[src/sv/ctsc_pkg.sv]
package ctsc_pkg;

	// control flags that travel down the pipeline beside the data
	typedef struct packed {
		logic valid;
		logic tanh;
		logic zero;
	} ctsc_ctl_t;

	// operation codes
	localparam logic [1:0] OP_TANH = 2'd0;
	localparam logic [1:0] OP_SINE = 2'd1;
	localparam logic [1:0] OP_COS  = 2'd2;

	// real constant to fixed point, rounded to nearest with ties away from zero
	function automatic longint enc_fix(input real v, input int f);
		return longint'(v * (2.0 ** f));
	endfunction

endpackage

[src/sv/ctsc_reduce.sv]
module ctsc_reduce
	import ctsc_pkg::*;
#(
	parameter int W = 32,
	parameter int F = 16
) (
	input  logic                clk,
	input  logic                arst_n,
	input  logic                en,
	input  logic                in_valid,
	input  logic signed [31:0]  operand,
	input  logic [1:0]          operation,
	output ctsc_ctl_t           ctl,
	output logic signed [W-1:0] x
);

	localparam logic signed [W-1:0] K_PI     = W'(enc_fix(3.141592653589793238, F));
	localparam logic signed [W-1:0] K_HALFPI = W'(enc_fix(1.570796326794896619, F));
	localparam logic signed [W-1:0] K_INV2PI = W'(enc_fix(0.159154943091895336, F));
	localparam logic signed [W-1:0] K_2PI    = W'(enc_fix(6.283185307179586477, F));
	localparam logic signed [W-1:0] K_SCALE  = W'(enc_fix(8544566.0 / 33554432.0, F));
	localparam logic signed [W-1:0] K_FIFTH  = W'(enc_fix(13421773.0 / 67108864.0, F));
	localparam logic signed [W-1:0] K_FIVE   = W'(enc_fix(5.0, F));
	localparam logic signed [W-1:0] K_MFIVE  = W'(enc_fix(-5.0, F));
	localparam logic [W-1:0]        FMASK    = ~((W'(1) << F) - W'(1));

	function automatic logic signed [W-1:0] fmul(input logic signed [W-1:0] a,
		input logic signed [W-1:0] b);
		logic signed [2*W-1:0] p;
		p = (2*W)'(a) * (2*W)'(b);
		return W'(p >>> F);
	endfunction

	logic signed [W-1:0] xin;
	logic signed [W-1:0] sarg;
	logic signed [W-1:0] clamp;

	ctsc_ctl_t           ctl_s1, ctl_s2, ctl_s3, ctl_s4;
	logic signed [W-1:0] v_s1, a_s1, t_s1;
	logic signed [W-1:0] v_s2, a_s2, t_s2;
	logic signed [W-1:0] v_s3, a_s3, t_s3;
	logic signed [W-1:0] x_s4;

	// argument widening, cosine offset and tanh clamp
	assign xin  = W'(operand);
	assign sarg = (operation == OP_COS) ? (K_HALFPI - xin) : xin;
	always_comb begin
		clamp = xin;
		if (xin < K_MFIVE) clamp = K_MFIVE;
		if (K_FIVE < xin) clamp = K_FIVE;
	end

	// control flags
	always_ff @(posedge clk or negedge arst_n) begin
		if (!arst_n) begin
			ctl_s1 <= '0;
			ctl_s2 <= '0;
			ctl_s3 <= '0;
			ctl_s4 <= '0;
		end else if (en) begin
			ctl_s1.valid <= in_valid;
			ctl_s1.tanh  <= (operation == OP_TANH);
			ctl_s1.zero  <= !(operation == OP_TANH || operation == OP_SINE
				|| operation == OP_COS);
			ctl_s2 <= ctl_s1;
			ctl_s3 <= ctl_s2;
			ctl_s4 <= ctl_s3;
		end
	end

	// reduction datapath, at most one multiply a stage on each path
	always_ff @(posedge clk) begin
		if (en) begin
			v_s1 <= sarg;
			a_s1 <= sarg + K_PI;
			t_s1 <= clamp;
			v_s2 <= v_s1;
			a_s2 <= fmul(a_s1, K_INV2PI) & FMASK;
			t_s2 <= fmul(K_FIFTH, t_s1);
			v_s3 <= v_s2;
			a_s3 <= fmul(a_s2, K_2PI);
			t_s3 <= t_s2;
			x_s4 <= ctl_s3.tanh ? t_s3 : fmul(v_s3 - a_s3, K_SCALE);
		end
	end

	assign ctl = ctl_s4;
	assign x   = x_s4;

endmodule

[config.mk]
export PLATFORM = sky130hd
export DESIGN_NAME = ctsc_reduce
export DESIGN_NICKNAME = d
export VERILOG_FILES = /design/src/sv/ctsc_pkg.sv /design/src/sv/ctsc_reduce.sv
export SDC_FILE = /design/constraint.sdc
export NUM_CORES = 2
export LEC_CHECK = 0
export BUFFER_PORTS_ARGS = -buffer_cell sky130_fd_sc_hd__clkbuf_2
export CAP_MARGIN = 15
export CELL_PAD_IN_SITES_DETAIL_PLACEMENT = 1
export CELL_PAD_IN_SITES_GLOBAL_PLACEMENT = 1
export CORE_MARGIN = 2
export CORE_UTILIZATION = 58
export CTS_BUF_LIST = sky130_fd_sc_hd__clkbuf_8
export DETAILED_ROUTE_END_ITERATION = 10
export GPL_TIMING_DRIVEN = 0
export HOLD_SLACK_MARGIN = 0.12
export PLACE_DENSITY_LB_ADDON = 0.1
export RECOVER_POWER = 25
export SLEW_MARGIN = 10
export SYNTH_ARGS = -nofsm -noshare
export SYNTH_HDL_FRONTEND = slang
export SYNTH_SLANG_ARGS = --single-unit
[constraint.sdc]
create_clock -name clk -period 23 [get_ports clk]
set_input_delay 4.6 -clock clk [delete_from_list [all_inputs] [get_ports clk]]
set_output_delay 4.6 -clock clk [all_outputs]
set_load 0.1 [all_outputs]
==> results by group <==
Run status
  – Outcome: finished, violations left
  – Violated checks: capacitance limit, slew limit

Finish
  – Multi-input logic area: 0.0271 mm2
  – Area growth, synth to finish: 6.71%
  – Final instance area: 0.0424 mm2
  – Final #Nets: 5006
  – Leading cell type in the layout, fill and taps excluded: inv_1
  – Layout Cells excl Fill: 4728
  – Most frequent cells in the layout: inv_1, ha_1, fa_1, edfxtp_1, xnor2_1
  – Final core utilization: 62.8%
  – Fillers: 7244
  – Register Area: 0.00934 mm2
  – Layout cells sized above 1: 5.42%

Logic synthesis
  – Dominant synthesized flop cell: edfxtp_1
  – Avg Cell Area, Syn: 10.8 um2
  – Post-synth EDFFs: 301
  – Synthesized cell area: 0.0398 mm2
  – Cell variety after synth: 86
  – Syn Nets: 4880
  – Synthesized netlist cell count: 3680
  – Flip-flop and latch count after synthesis: 313
  – Yosys warns: 0
  – Seq/Total Area, Yosys: 23.5%
  – Synth async-reset ratio: 3.83%

Global routing
  – Vias in the first global route: 30998
  – Largest net degree at the start of global routing: 116
  – Gr usage total: 31.0%
  – Initial antenna violation count: 4
  – First-pass GRT wire length: 169000 um
  – Global-route congestion overflow total: 0

Clock network
  – Post-CTS Setup Inserts: 0
  – Total CTS buffers: 56
  – Hold buffers post-CTS: 0
  – Clock buffer depth: 3
  – H-tree lvl count: 2
  – Cell at the root of the clock tree: clkbuf_8
  – Clock Sinks: 313
  – CTS-repair resized insts: 0
  – Worst-skew pair later-pin latency: 0.67 ns
  – Clk slew on worst S/H paths: 0.06 ns
  – CTS tree: yes

Timing
  – Slew @ Worst Pin: 5.89 ns
  – Slew HR: -293%
  – FMAX: 0.104 GHz
  – Total Neg Setup Slack: 0 ns
  – RSZ-0062 raised after global routing: no
  – Slew Viols, Final: 97
  – Final min period: 9.66 ns
  – Setup violations, final: 0
  – Tcrit/Tclk final: 42.0%
  – Worst Skew: 0.0381 ns
  – Final hold vios: 0

Floorplanning
  – Die Height: 266 um
  – Die Area: 0.0707 mm2
  – I/O Pins: 73
  – Initial Util: 58.9%
  – Core area: 0.0675 mm2
  – Num rows: 95
  – Die W: 266 um

Worst setup path
  – Crit path DAT: 10.19 ns
  – Reg2Reg Setup Slack: 14.12 ns
  – Crit path max fanout: 115
  – Worst EP required: 23.54 ns
  – Worst Path Class, Setup: primary input to flop
  – Worst setup EP type: flop
  – Critical path launch point type: primary input

Detailed routing
  – Detail Route Antenna Nets: 0
  – Wire length per cell: 22.3 um
  – Final WL: 105000 um
  – Vias: 27040
  – First DRT Iteration DRCs: 1301
  – Vias per cell: 5.72
  – Drt pass-1 iters: 5
  – Drc violations: 0

Placement
  – Final HPWL from detailed placement: 90000 um
  – Routability cong.: 0.944
  – IO buf count: 61
  – Dpl cells: 4620
  – Post-DP Area: 0.0413 mm2

Min path
  – Class of the worst hold path: flop to flop

Job
  – Max-cap violations: 1
## final cells by class
class / instances / area share, %
diodes: 2 / 0.0118
repair buffers: 68 / 0.941
plain buffers: 46 / 0.519
clock inverters: 46 / 0.829
well taps: 873 / 2.57
clock buffers: 59 / 1.91
inverters: 822 / 7.27
flip-flops and latches: 313 / 22.0
multi-input cells: 2499 / 63.9
## Yosys cell counts (9+ instances only)
| master | number | area share (%) |
|---|---|---|
| a211o_1 | 10 | 0.22 |
| a211oi_1 | 15 | 0.28 |
| a21o_1 | 65 | 1.2 |
| a21oi_1 | 157 | 2.0 |
| a31o_2 | 9 | 0.20 |
| a31oi_1 | 17 | 0.27 |
| and2_1 | 36 | 0.57 |
| and3_1 | 20 | 0.31 |
| clkbuf_1 | 35 | 0.33 |
| dfrtp_1 | 12 | 0.76 |
| edfxtp_1 | 301 | 23 |
| fa_1 | 529 | 27 |
| ha_1 | 633 | 20 |
| inv_1 | 821 | 7.8 |
| mux2_2 | 14 | 0.40 |
| mux2i_1 | 9 | 0.23 |
| nand2_1 | 120 | 1.1 |
| nand2b_1 | 22 | 0.35 |
| nand3_1 | 35 | 0.44 |
| nand4_1 | 20 | 0.31 |
| nor2_1 | 154 | 1.5 |
| nor2b_1 | 14 | 0.22 |
| nor3_1 | 31 | 0.39 |
| o211ai_1 | 10 | 0.19 |
| o21a_1 | 32 | 0.60 |
| o21ai_0 | 109 | 1.4 |
| o21bai_1 | 23 | 0.43 |
| o31ai_1 | 16 | 0.30 |
| or3_1 | 11 | 0.17 |
| xnor2_1 | 167 | 3.7 |
| xor2_1 | 104 | 2.3 |
## registers in the layout (all words and copies together) (netlist names), 32 cells and up
signal  flops
a_s1       32
a_s3       32
t_s1       32
v_s1       32
v_s2       32
v_s3       32
x          32
## per-layer routing
metal	GRT usage [%]	share of wire [%]	up-vias	wire, um
li1	-	-	12385	-
met1	40.6	43	13980	45000
met2	54.7	51	529	53200
met3	3.68	4.3	146	4570
met4	7.88	2.4	0	2520
met5	0	0	-	0
## critical path, stage by stage
cell,delay (ns)
clkbuf_1,4.01
buf_16,0.34
clkbuf_1,0.59
mux2_2,0.41
## worst paths after layout
kind | from | to | depth (start not counted)
worst min-delay path | t_s2[11]$_DFFE_PP_ | t_s3[11]$_DFFE_PP_ | 0
max in group asynchronous | arst_n | ctl_s2[1]$_DFFE_PN0P_ | 1
worst min register to register | t_s2[11]$_DFFE_PP_ | t_s3[11]$_DFFE_PP_ | 0
worst max register to register | v_s3[0]$_DFFE_PP_ | x[29]$_DFFE_PP_ | 31
worst max-delay path | en | ctl_s2[2]$_DFFE_PN0P_ | 4
min in group asynchronous | arst_n | ctl_s3[2]$_DFFE_PN0P_ | 1
## metrics by stage
| stage | setup WS [ns] | hold slack [ns] |
|---|---|---|
| CTS | 13.94 | 0.420 |
| floorplan | 15.33 | 0.400 |
| global placement | 11.99 | 0.401 |
| global route | 13.00 | 0.426 |
| detailed placement | 13.97 | 0.407 |
| finish | 13.34 | 0.419 |
## logic make-up after synthesis
group / synth area share [%]
adder cells (fa/ha/maj): 46.6
buffers and inverters: 8.31
XOR/XNOR: 5.97
multiplexers: 0.623
AND/OR/NAND/NOR: 6.23
AO/OA/AOI/OAI: 8.83
flip-flops: 23.5
Power is not shown: default switching activity piles up to over one toggle a cycle in this logic, so the estimate is an artifact.
